===== src/design/skac_pkg.sv =====
// Shared types, constants and the power-root table for the soft-knee compressor
package skac_pkg;

    localparam int SAMPLE_BITS = 24;

    // Shared unit widths
    localparam int MUL_W   = 32;
    localparam int NUM_W   = 47;
    localparam int DEN_W   = 30;
    localparam int QUOT_W  = 18;
    localparam int LVL_W   = 18;
    localparam int GLOG_W  = 21;
    localparam int CFG_W   = 16;
    localparam int IDX_W   = 3;

    // Level of a zero sample, Q8.8 dB
    localparam logic signed [17:0] LEVEL_ZERO     = -18'sd40960;
    // 20*log10(2) in Q.16 applied to the log2 level
    localparam logic [31:0]        LOG_TO_DB      = 32'd394566;
    // dB to log2 attenuation
    localparam logic [31:0]        DB_TO_LOG      = 32'd10885;
    localparam logic [31:0]        RATIO_ONE      = 32'd65535;

    typedef enum logic [IDX_W-1:0] {
        REG_THRESHOLD = 3'd0,
        REG_KNEE      = 3'd1,
        REG_INV_RATIO = 3'd2,
        REG_ATTACK    = 3'd3,
        REG_RELEASE   = 3'd4,
        REG_MAKEUP    = 3'd5
    } skac_reg_idx_t;

    typedef struct packed {
        logic signed [14:0] threshold_level;
        logic [13:0]        knee_width;
        logic [15:0]        inverse_ratio;
        logic [15:0]        attack_coefficient;
        logic [15:0]        release_coefficient;
        logic [15:0]        makeup_gain;
    } skac_cfg_t;

    typedef struct packed {
        logic             start;
        logic [NUM_W-1:0] num;
        logic [DEN_W-1:0] den;
    } skac_div_req_t;

    typedef logic [31:0] skac_roots_t [16];

    function automatic logic [63:0] isqrt64(input logic [63:0] x_in);
        logic [63:0] x;
        logic [63:0] r;
        logic [63:0] b;
        x = x_in;
        r = 64'd0;
        b = 64'd1 << 62;
        for (int i = 0; i < 32; i++)
        begin
            if (b > x)
            begin
                b = b >> 2;
            end
        end
        for (int i = 0; i < 32; i++)
        begin
            if (b != 64'd0)
            begin
                if (x >= r + b)
                begin
                    x = x - (r + b);
                    r = (r >> 1) + b;
                end
                else
                begin
                    r = r >> 1;
                end
                b = b >> 2;
            end
        end
        return r;
    endfunction

    // Roots 2^(-2^-(k+1)) in Q0.32, each the square root of the one before
    function automatic skac_roots_t build_roots();
        skac_roots_t t;
        logic [63:0] v;
        v = isqrt64(64'd1 << 63);
        t[0] = v[31:0];
        for (int k = 1; k < 16; k++)
        begin
            v = isqrt64({t[k-1], 32'd0});
            t[k] = v[31:0];
        end
        return t;
    endfunction

    localparam skac_roots_t POW_ROOTS = build_roots();

endpackage


===== src/design/skac_cfg_regs.sv =====
// Configuration register file of the compressor
module skac_cfg_regs (
    input  logic                      clk,
    input  logic                      rst_n,
    input  logic                      cfg_wr_en,
    input  logic [skac_pkg::IDX_W-1:0] cfg_addr,
    input  logic [skac_pkg::CFG_W-1:0] cfg_wdata,
    output skac_pkg::skac_cfg_t       cfg
);
    import skac_pkg::*;

    skac_cfg_t cfg_reg;
    skac_cfg_t cfg_next;

    // Decode the write
    always_comb
    begin
        cfg_next = cfg_reg;
        if (cfg_wr_en)
        begin
            case (skac_reg_idx_t'(cfg_addr))
                REG_THRESHOLD: cfg_next.threshold_level     = cfg_wdata[14:0];
                REG_KNEE:      cfg_next.knee_width          = cfg_wdata[13:0];
                REG_INV_RATIO: cfg_next.inverse_ratio       = cfg_wdata;
                REG_ATTACK:    cfg_next.attack_coefficient  = cfg_wdata;
                REG_RELEASE:   cfg_next.release_coefficient = cfg_wdata;
                REG_MAKEUP:    cfg_next.makeup_gain         = cfg_wdata;
                default:       cfg_next = cfg_reg;
            endcase
        end
    end

    // Hold the registers
    always_ff @(posedge clk or negedge rst_n)
    begin
        if (!rst_n)
        begin
            cfg_reg.threshold_level     <= '0;
            cfg_reg.knee_width          <= '0;
            cfg_reg.inverse_ratio       <= 16'hFFFF;
            cfg_reg.attack_coefficient  <= '0;
            cfg_reg.release_coefficient <= '0;
            cfg_reg.makeup_gain         <= 16'd1024;
        end
        else
        begin
            cfg_reg <= cfg_next;
        end
    end

    assign cfg = cfg_reg;

endmodule


===== config.mk =====
export PLATFORM = sky130hd
export DESIGN_NAME = skac_cfg_regs
export DESIGN_NICKNAME = d
export VERILOG_FILES = /design/src/design/skac_pkg.sv /design/src/design/skac_cfg_regs.sv
export SDC_FILE = /design/constraint.sdc
export NUM_CORES = 1
export LEC_CHECK = 0
export BUFFER_PORTS_ARGS = -buffer_cell sky130_fd_sc_hd__buf_4
export CORE_ASPECT_RATIO = 1.25
export CORE_MARGIN = 5
export CORE_UTILIZATION = 40
export CTS_CLUSTER_DIAMETER = 150
export DETAILED_ROUTE_END_ITERATION = 16
export PLACE_DENSITY = 0.65
export RECOVER_POWER = 50
export REMOVE_ABC_BUFFERS = 1
export SETUP_SLACK_MARGIN = 0.2
export SLEW_MARGIN = 20
export SYNTH_ARGS = -nofsm -noshare
export SYNTH_HDL_FRONTEND = slang
export SYNTH_SLANG_ARGS = --single-unit

===== constraint.sdc =====
create_clock -name clk -period 1.66 [get_ports clk]
set_clock_uncertainty 0.15 [all_clocks]
set_input_delay 0.083 -clock clk [delete_from_list [all_inputs] [get_ports clk]]
set_output_delay 0.083 -clock clk [all_outputs]
set_load 0.01 [all_outputs]

==> results.cfg <==
[critical_path]
cp.required_ns = 1.75
crit_path_end_kind = register
crit_type = input pin to register
rrSetupSlack_ns = 0.71
cp-start-kind = input pin
r2r_start = cfg[69]
worstSetupStartpoint = cfg_addr[2]
arrival_ns = 1.43
cp_max_fo = 7

[synth]
synthMuxAreaShare_pct = 29.9
synth_top_family_by_area = multiplexers
syn_area_um2 = 3620
yosysMostFrequentCell = mux2_2
yosys.area_share.xor_xnor_pct = 0
avgSynthCellArea_um2 = 17.9
synth_async_sr_flop_share_pct = 100
synth_compound_area_share_pct = 0
ys.flop_type = dfrtp_1
synth.distinct_cells = 14
synth_common_cells = mux2_2 (82), dfrtp_1 (76), dfstp_2 (17), mux2_4 (10), buf_6 (6)
synth_fa_ha_area_share_pct = 0
synth_simple_gate_area_share_pct = 2.45
synthCells = 202
synth_area_leaders = dfrtp_1 (53%), mux2_2 (25%), dfstp_2 (12%)
synth_edf_count = 0
yosys.area.top_type = dfrtp_1
ys_seq_area_share_pct = 64.8
ys_ff_latch = 93
yosysWarningCount = 0
synth_top_cell_area_share_pct = 52.5

[clock_network]
cts-buffers-inserted = 9
post_cts_buffers = 0
cts_hold_buf = 17
ctsResizeCount = 0
cts.sinks = 93
clk_latency_ns = 0.36
cts_max_path_buffers = 2
h-tree-depth = 3
cts_tree = yes
path_clk_slew_ns = 0.09
cts_root_buf = clkbuf_8

[pwr]
power_mw = 6.63
power_leakage_nw = 2.27
ir_worst_vdd_mv = 0.582
power_density_nw_per_um2 = 1340

[worst_hold_path]
hp-start = cfg_addr[1]
hold_class = input pin to register

[placement]
finalWeightedCongestion = 0.730
post-dp-hpwl_um = 5880
port-buffer-count = 114
place_area_um2 = 4670

[sta]
finalSetupViolations = 0
rsz0062_at_grt = false
timing.final.crit_share_pct = 80.5
finalHoldViolCount = 0
period_minus_slack_ns = 1.34
worst-slew-pin-transition_ns = 0.814
fmaxAchievable_mhz = 749
finalMaxSlewViolations = 0
relSlewSlack_pct = 45.7

[layout]
layout-drive-gt1-share_pct = 66.1
nNetsFinal = 368
largest_reg_flops = 93
multi_input_area_um2 = 1140
area_growth_syn_to_layout_pct = 36.9
final_area_um2 = 4960
n_antenna_cell = 0
regArea_um2 = 2350
fill_cells = 772

[global_route]
grt_usage_pct = 16.4
gr-total-overflow = 0
grt_first_pass_wirelength_um = 13400
antenna_found_initial = 0
grt_max_degree = 94
grt_pass1_vias = 2405

[drt]
routed_wl_um = 8460
drt_iter0_markers = 46
drt.antenna.violating_nets = 0
wl_per_cell_um = 18.0
avgViaCountPerCell = 4.73
drt_drc_violations_left = 0
dr.pass1.iters = 4
num_vias = 2226

[run_status]
outcome = finished, final reports clean

[die]
io_pins = 115
core_area_um2 = 8750
fp.dieH_um = 116
die_area_um2 = 11100
initial_core_util_pct = 41.4
die_x_um = 95.1
num_rows = 38

[run]
drv_cap = 0
==> critical path, cell delays in order <==
cell and delay (ns):
clkbuf_1 0.25, and4bb_2 0.28, clkbuf_1 0.42, mux2_2 0.39
==> placed cells by master, fill, tap and decap left out <==
master / synthesis / layout
buf_6: 6 / 1
and4bb_1: 1 / 1
mux2_1: 1 / 10
clkinv_2: 0 / 1
dfstp_2: 17 / 17
clkbuf_4: 0 / 1
and4bb_2: 1 / 1
dlygate4sd3_1: 0 / 17
clkbuf_8: 0 / 9
buf_12: 0 / 1
clkbuf_2: 0 / 1
nand4b_2: 2 / 2
clkbuf_1: 0 / 14
bufinv_16: 0 / 3
dfrtp_1: 76 / 76
nor4b_4: 1 / 1
mux2_4: 10 / 1
clkinvlp_4: 0 / 1
mux2_2: 82 / 82
buf_4: 1 / 109
nor4bb_1: 1 / 1
inv_6: 0 / 1
==> cell families after synthesis <==
logic type    Yosys count
simple gates            6
flops                  93
buf+inv                10
mux                    93
==> routing by layer <==
| metal | global-route usage, % | vias to the layer above | routed length, um |
|---|---|---|---|
| li1 | - | 1004 | - |
| met1 | 19.9 | 1141 | 3330 |
| met2 | 26.8 | 70 | 4320 |
| met3 | 4.19 | 11 | 628 |
| met4 | 8.95 | 0 | 182 |
| met5 | 0 | - | 0 |
==> cell type report <==
cell class	count	share of cell area, %
Multi-Input combinational cell	99	23.0
Clock inverter	6	2.25
Sequential cell	93	47.4
Timing Repair Buffer	143	21.8
Tap cell	120	3.03
Clock buffer	10	2.57
==> power breakdown <==
group          internal, mW  switching, mW  leakage (nW)
sequential             2.83          0.267          1.09
clock                  1.00          0.790         0.117
combinational          1.02          0.716          1.06
total                  4.86           1.77          2.27
==> through the flow <==
stage | setup slack, ns | util (%) | setup TNS (ns) | instances | hold WS [ns]
2_1_floorplan | -0.737 | - | -11.74 | 192 | -0.363
3_3_place_gp | 0.265 | 53.4 | 0 | 438 | 0.0200
3_5_place_dp | 0.237 | 53.4 | 0 | 438 | 0.0250
4_1_cts | 0.372 | 58.1 | 0 | 471 | 0.135
5_1_grt | 0.233 | 56.7 | 0 | 471 | 0.161
6_report | 0.324 | 56.7 | 0 | 471 | 0.168
==> path summary, 6_finish.rpt <==
kind	cells after the start	endpoint
worst min-delay path	4	cfg[82]
worst min register to register	1	cfg[73]
worst max register to register	1	cfg[69]
max in group asynchronous	3	cfg[70]
min in group asynchronous	3	cfg[31]
worst max-delay path	4	cfg[22]
No activity file was read; power rests on OpenSTA's default activity.
