<file path="src/design/skac_pkg.sv">
// Shared types, constants and the power-root table for the soft-knee compressor
package skac_pkg;

    localparam int SAMPLE_BITS = 24;

    // Shared unit widths
    localparam int MUL_W   = 32;
    localparam int NUM_W   = 47;
    localparam int DEN_W   = 30;
    localparam int QUOT_W  = 18;
    localparam int LVL_W   = 18;
    localparam int GLOG_W  = 21;
    localparam int CFG_W   = 16;
    localparam int IDX_W   = 3;

    // Level of a zero sample, Q8.8 dB
    localparam logic signed [17:0] LEVEL_ZERO     = -18'sd40960;
    // 20*log10(2) in Q.16 applied to the log2 level
    localparam logic [31:0]        LOG_TO_DB      = 32'd394566;
    // dB to log2 attenuation
    localparam logic [31:0]        DB_TO_LOG      = 32'd10885;
    localparam logic [31:0]        RATIO_ONE      = 32'd65535;

    typedef enum logic [IDX_W-1:0] {
        REG_THRESHOLD = 3'd0,
        REG_KNEE      = 3'd1,
        REG_INV_RATIO = 3'd2,
        REG_ATTACK    = 3'd3,
        REG_RELEASE   = 3'd4,
        REG_MAKEUP    = 3'd5
    } skac_reg_idx_t;

    typedef struct packed {
        logic signed [14:0] threshold_level;
        logic [13:0]        knee_width;
        logic [15:0]        inverse_ratio;
        logic [15:0]        attack_coefficient;
        logic [15:0]        release_coefficient;
        logic [15:0]        makeup_gain;
    } skac_cfg_t;

    typedef struct packed {
        logic             start;
        logic [NUM_W-1:0] num;
        logic [DEN_W-1:0] den;
    } skac_div_req_t;

    typedef logic [31:0] skac_roots_t [16];

    function automatic logic [63:0] isqrt64(input logic [63:0] x_in);
        logic [63:0] x;
        logic [63:0] r;
        logic [63:0] b;
        x = x_in;
        r = 64'd0;
        b = 64'd1 << 62;
        for (int i = 0; i < 32; i++)
        begin
            if (b > x)
            begin
                b = b >> 2;
            end
        end
        for (int i = 0; i < 32; i++)
        begin
            if (b != 64'd0)
            begin
                if (x >= r + b)
                begin
                    x = x - (r + b);
                    r = (r >> 1) + b;
                end
                else
                begin
                    r = r >> 1;
                end
                b = b >> 2;
            end
        end
        return r;
    endfunction

    // Roots 2^(-2^-(k+1)) in Q0.32, each the square root of the one before
    function automatic skac_roots_t build_roots();
        skac_roots_t t;
        logic [63:0] v;
        v = isqrt64(64'd1 << 63);
        t[0] = v[31:0];
        for (int k = 1; k < 16; k++)
        begin
            v = isqrt64({t[k-1], 32'd0});
            t[k] = v[31:0];
        end
        return t;
    endfunction

    localparam skac_roots_t POW_ROOTS = build_roots();

endpackage

</file>
<file path="src/design/skac_divider.sv">
// Restoring divider, one quotient bit per cycle, for the static gain curve
module skac_divider (
    input  logic                        clk,
    input  logic                        rst_n,
    input  skac_pkg::skac_div_req_t     req,
    output logic                        done,
    output logic [skac_pkg::QUOT_W-1:0] quot
);
    import skac_pkg::*;

    logic [DEN_W-1:0]  rem_reg;
    logic [DEN_W-1:0]  rem_next;
    logic [QUOT_W-1:0] dq_reg;
    logic [QUOT_W-1:0] dq_next;
    logic [4:0]        cnt_reg;
    logic              busy_reg;
    logic              done_reg;
    logic [DEN_W:0]    trial;
    logic              fits;

    // Shift in one numerator bit and try the subtract
    always_comb
    begin
        trial    = {rem_reg, dq_reg[QUOT_W-1]};
        fits     = (trial >= {1'b0, req.den});
        rem_next = fits ? DEN_W'(trial - {1'b0, req.den}) : trial[DEN_W-1:0];
        dq_next  = {dq_reg[QUOT_W-2:0], fits};
    end

    // Control: load, iterate, flag the quotient
    always_ff @(posedge clk or negedge rst_n)
    begin
        if (!rst_n)
        begin
            busy_reg <= 1'b0;
            done_reg <= 1'b0;
            cnt_reg  <= '0;
        end
        else
        begin
            done_reg <= 1'b0;
            if (req.start)
            begin
                busy_reg <= 1'b1;
                cnt_reg  <= '0;
            end
            else if (busy_reg)
            begin
                cnt_reg <= cnt_reg + 5'd1;
                if (cnt_reg == 5'(QUOT_W - 1))
                begin
                    busy_reg <= 1'b0;
                    done_reg <= 1'b1;
                end
            end
        end
    end

    // Datapath: the quotient fits QUOT_W bits, so the top part starts below den
    always_ff @(posedge clk)
    begin
        if (req.start)
        begin
            rem_reg <= DEN_W'(req.num[NUM_W-1:QUOT_W]);
            dq_reg  <= req.num[QUOT_W-1:0];
        end
        else if (busy_reg)
        begin
            rem_reg <= rem_next;
            dq_reg  <= dq_next;
        end
    end

    assign done = done_reg;
    assign quot = dq_reg;

endmodule

</file>
<file path="config.mk">
export PLATFORM = sky130hd
export DESIGN_NAME = skac_divider
export DESIGN_NICKNAME = d
export VERILOG_FILES = /design/src/design/skac_pkg.sv /design/src/design/skac_divider.sv
export SDC_FILE = /design/constraint.sdc
export NUM_CORES = 1
export LEC_CHECK = 0
export BUFFER_PORTS_ARGS = -buffer_cell sky130_fd_sc_hd__buf_2
export CAP_MARGIN = 20
export CORE_MARGIN = 2
export CORE_UTILIZATION = 30
export DETAILED_ROUTE_END_ITERATION = 16
export PLACE_DENSITY = 0.46
export SLEW_MARGIN = 20
export SYNTH_ARGS = -nofsm -noshare
export SYNTH_HDL_FRONTEND = slang
export SYNTH_SLANG_ARGS = --single-unit
</file>
<file path="constraint.sdc">
create_clock -name clk -period 3.7 [get_ports clk]
set_input_delay 1.11 -clock clk [delete_from_list [all_inputs] [get_ports clk]]
set_output_delay 1.11 -clock clk [all_outputs]
set_load 0.005 [all_outputs]
</file>
==> flow_metrics.env <==
export IMPL_syn2layout_area_growth_pct=26.2
export IMPL_wl_per_cell_um=15.5
export IMPL_dieArea_mm2=0.0156
export IMPL_dpl_hpwl_um=9650
export IMPL_synth_nets=600
export IMPL_p_leak_nw=2.52
export IMPL_hp_class="flip-flop to flip-flop"
export IMPL_drtPass1Iterations=4
export IMPL_p_comb_share_pct=62.1
export IMPL_fmax_mhz=288
export IMPL_cts_sinks=55
export IMPL_final_area_mm2=0.00553
export IMPL_max_slew_margin_pct=66.1
export IMPL_path_max_fanout=3
export IMPL_r2r_setup_slack_ns=0.61
export IMPL_grt_util_all_layers_pct=16.4
export IMPL_pwr_density_cell_mw_per_mm2=751
export IMPL_clock_power_share_pct=12.8
export IMPL_final_setup_viol_count=0
export IMPL_status="complete, no violations"
export IMPL_slew_viol_final=0
export IMPL_crit_chain="buf_2, ha_1, inv_1, fa_1, a21oi_1, o22ai_1, o22a_1, a31oi_1, o22ai_1, a221oi_1, nor4b_2, nor3_1"
export IMPL_synth_top_flop_cell="edfxtp_1"
export IMPL_nets=727
export IMPL_path_clk_slew_ns=0.08
export IMPL_total_power_mw=4.15
export IMPL_hold_worst_slack_ns=0.529
export IMPL_num_vias=3997
export IMPL_crit_slowest_cell="fa_1"
export IMPL_drt_initial_drc_count=169
export IMPL_worst_slack_ns=0.228
export IMPL_io_pins=99
export IMPL_dp_slack_ns=-0.193
export IMPL_ir_drop_v=0.000199
export IMPL_grt_pass1_wl_um=21000
export IMPL_r2r_end="rem_reg[28]$_DFFE_PP_"
export IMPL_largest_reg_flops=30
export IMPL_antenna_found_initial=2
export IMPL_cp_endpoint="rem_reg[28]$_DFFE_PP_"
export IMPL_switchingPower_mw=1.77
export IMPL_netlist_area_mm2=0.00439
export IMPL_dieWidth_um=125
export IMPL_post_route_period_util_pct=93.8
export IMPL_grt_pass1_vias=4187
export IMPL_p_seq_share_pct=25.1
export IMPL_critPathKind="input pin to flip-flop"
export IMPL_fin_crit_ns=3.47
export IMPL_critPathRequiredTime_ns=3.76
export IMPL_worst_endpoint_arrival_ns=3.54
export IMPL_grt_overflow=0
export IMPL_rr_startpoint="quot[17]$_DFFE_PP_"
export IMPL_postCtsSetupRepairBufs=0
export IMPL_rsz0062_at_grt="no"
export IMPL_clk_latency_ns=0.31
export IMPL_synth_edf_count=47
export IMPL_final_core_util_pct=38.4
export IMPL_syn_mean_instance_area_um2=9.01
export IMPL_worst_setup_path_end_kind="flip-flop"
export IMPL_wl_um=12400
export IMPL_port_buffers=98
export IMPL_worst_pin_slew_ns=0.507
export IMPL_gp_congestion=0.821
export IMPL_startpoint="req[0]"
export IMPL_hold_violations=0
export IMPL_seq_area_frac_synth_pct=36.6
export IMPL_maxCapViolCount=0
export IMPL_vias_per_cell=5.00
export IMPL_cpPeakStageDelay_ns=0.40
export IMPL_h_tree_depth=2
export IMPL_diodes=0
export IMPL_cts_root_buf="clkbuf_16"
export IMPL_startpoint_type="input pin"
export IMPL_final_antenna_net_count=0
export IMPL_cts_buffers=5
export IMPL_r2r_cells=12
export IMPL_hold_buffers=0
export IMPL_ys_seq_elements=55
export IMPL_core_region_area_mm2=0.0144
export IMPL_syn_instance_count=487
export IMPL_intPower_mw=2.39
export IMPL_switching_share_pct=42.5
export IMPL_synth_async_reset_ratio_pct=12.7
export IMPL_cts_buffer_depth=2
export IMPL_synth_cell_types=66
export IMPL_cts_tree="yes"
export IMPL_initial_core_util_pct=30.4
export IMPL_placed_cell_area_mm2=0.00537
export IMPL_fp_dieH_um=125
export IMPL_row_count=44
export IMPL_ys_warn_count=0
export IMPL_drc=0
export IMPL_crit_top_cell="o22ai_1"
export IMPL_drive_gt1_share_pct=28.9
export IMPL_grt_max_degree=33
export IMPL_fin_skew_ns=0.00525
[worst min-delay path by stage]
| stage | startpoint | to | slack [ns] | cells past startpoint |
|---|---|---|---|---|
| 2_1_floorplan | rem_reg[29]$_SDFFE_PP0P_ | rem_reg[29]$_SDFFE_PP0P_ | 0.48 | 2 |
| 3_3_place_gp | rem_reg[29]$_SDFFE_PP0P_ | rem_reg[29]$_SDFFE_PP0P_ | 0.50 | 2 |
| 3_5_place_dp | rem_reg[29]$_SDFFE_PP0P_ | rem_reg[29]$_SDFFE_PP0P_ | 0.52 | 2 |
| 4_1_cts | rem_reg[29]$_SDFFE_PP0P_ | rem_reg[29]$_SDFFE_PP0P_ | 0.53 | 2 |
| 5_1_grt | rem_reg[29]$_SDFFE_PP0P_ | rem_reg[29]$_SDFFE_PP0P_ | 0.56 | 2 |
| 6_report | rem_reg[29]$_SDFFE_PP0P_ | rem_reg[29]$_SDFFE_PP0P_ | 0.53 | 2 |
[layer usage]
layer | routed length [um] | share of wire, % | global-route usage, %
met2 | 5530 | 45 | 26.2
met5 | 16 | 0.13 | 0
met3 | 732 | 5.9 | 4.85
met4 | 112 | 0.91 | 3.14
met1 | 5960 | 48 | 22.4
[area by class of cell]
| cell class | count | area (um2) |
|---|---|---|
| Fill cell | 1554 | 8890 |
| Multi-Input combinational cell | 365 | 2510 |
| Sequential cell | 55 | 1610 |
| Timing Repair Buffer | 144 | 861 |
| Tap cell | 184 | 230 |
| Inverter | 43 | 161 |
| Clock buffer | 5 | 125 |
| Clock inverter | 3 | 33.8 |
[timing repair]
item,in CTS,in global routing
hold endpoints to repair,0,0
setup endpoints to repair,0,1
gates resized for setup,0,1
[per-stage QoR]
stage	std cells	setup TNS (ns)
3_5_place_dp	791	-1.22
6_report	799	0
3_3_place_gp	791	-0.548
4_1_cts	799	0
2_1_floorplan	487	0
5_1_grt	799	0
[critical path: cells and delay by family]
family                     cells  cell delay [ns]
buffers and inverters          2             0.13
AOI/OAI and AO/OA              6             1.42
adders and majority gates      2             0.54
and+or+nand+nor                2             0.32
[kinds of logic (layout without fill, tap and decap cells)]
logic type / Yosys count / after routing / share of synthesized area [%]
DFF: 55 / 55 / 36.6
adders and majority gates: 33 / 33 / 9.59
and+or+nand+nor: 168 / 168 / 18.7
xor gates and xnor gates: 23 / 23 / 4.59
buffers and inverters: 67 / 195 / 6.16
muxes: 24 / 24 / 6.02
AOI/OAI and AO/OA: 117 / 117 / 18.3
[cell usage after synthesis (4+ instances only)]
cell | n | share of area [%]
nor2_1 | 47 | 4.0
nor3_1 | 12 | 1.4
ha_1 | 32 | 9.1
xor2_1 | 6 | 1.2
dfrtp_1 | 7 | 4.0
o21ai_0 | 16 | 1.8
mux2_2 | 19 | 4.9
mux2i_1 | 5 | 1.1
inv_1 | 42 | 3.6
clkbuf_1 | 17 | 1.5
a31oi_1 | 19 | 2.7
and3_1 | 5 | 0.71
a21oi_1 | 32 | 3.7
and4_1 | 4 | 0.80
nor4_1 | 4 | 0.57
nand2_1 | 51 | 4.4
xnor2_1 | 17 | 3.4
nor4b_1 | 7 | 1.4
nand4_1 | 6 | 0.86
o2bb2ai_1 | 4 | 0.80
a21o_1 | 11 | 1.9
nand3_1 | 14 | 1.6
edfxtp_1 | 47 | 32
a211oi_1 | 4 | 0.68
[power groups by stage]
stage / clock [mW] / sequential [mW] / combinational, mW
after floorplan: 0 / 1.02 / 1.73
after global placement: 0 / 1.06 / 2.56
after detailed placement: 0 / 1.06 / 2.57
after CTS: 0.556 / 1.05 / 2.59
after global routing: 0.580 / 1.07 / 2.89
final: 0.530 / 1.04 / 2.58
[layout by cell type, fill, tap and decap left out, types with 5 or more instances in the layout]
master     synthesis  routed
a21o_1            11      11
xor2_1             6       6
nor2_1            47      47
a21oi_1           32      32
buf_4              2      44
buf_2              3      98
a31oi_1           19      19
xnor2_1           17      17
edfxtp_1          47      47
ha_1              32      32
nand4_1            6       6
mux2i_1            5       5
o21ai_0           16      16
inv_1             42      42
mux2_2            19      19
dfrtp_1            7       7
nand3_1           14      14
nand2_1           51      51
nor4b_1            7       6
nor3_1            12      12
and3_1             5       5
clkbuf_16          0       5
(Power assumes the default switching activity.)
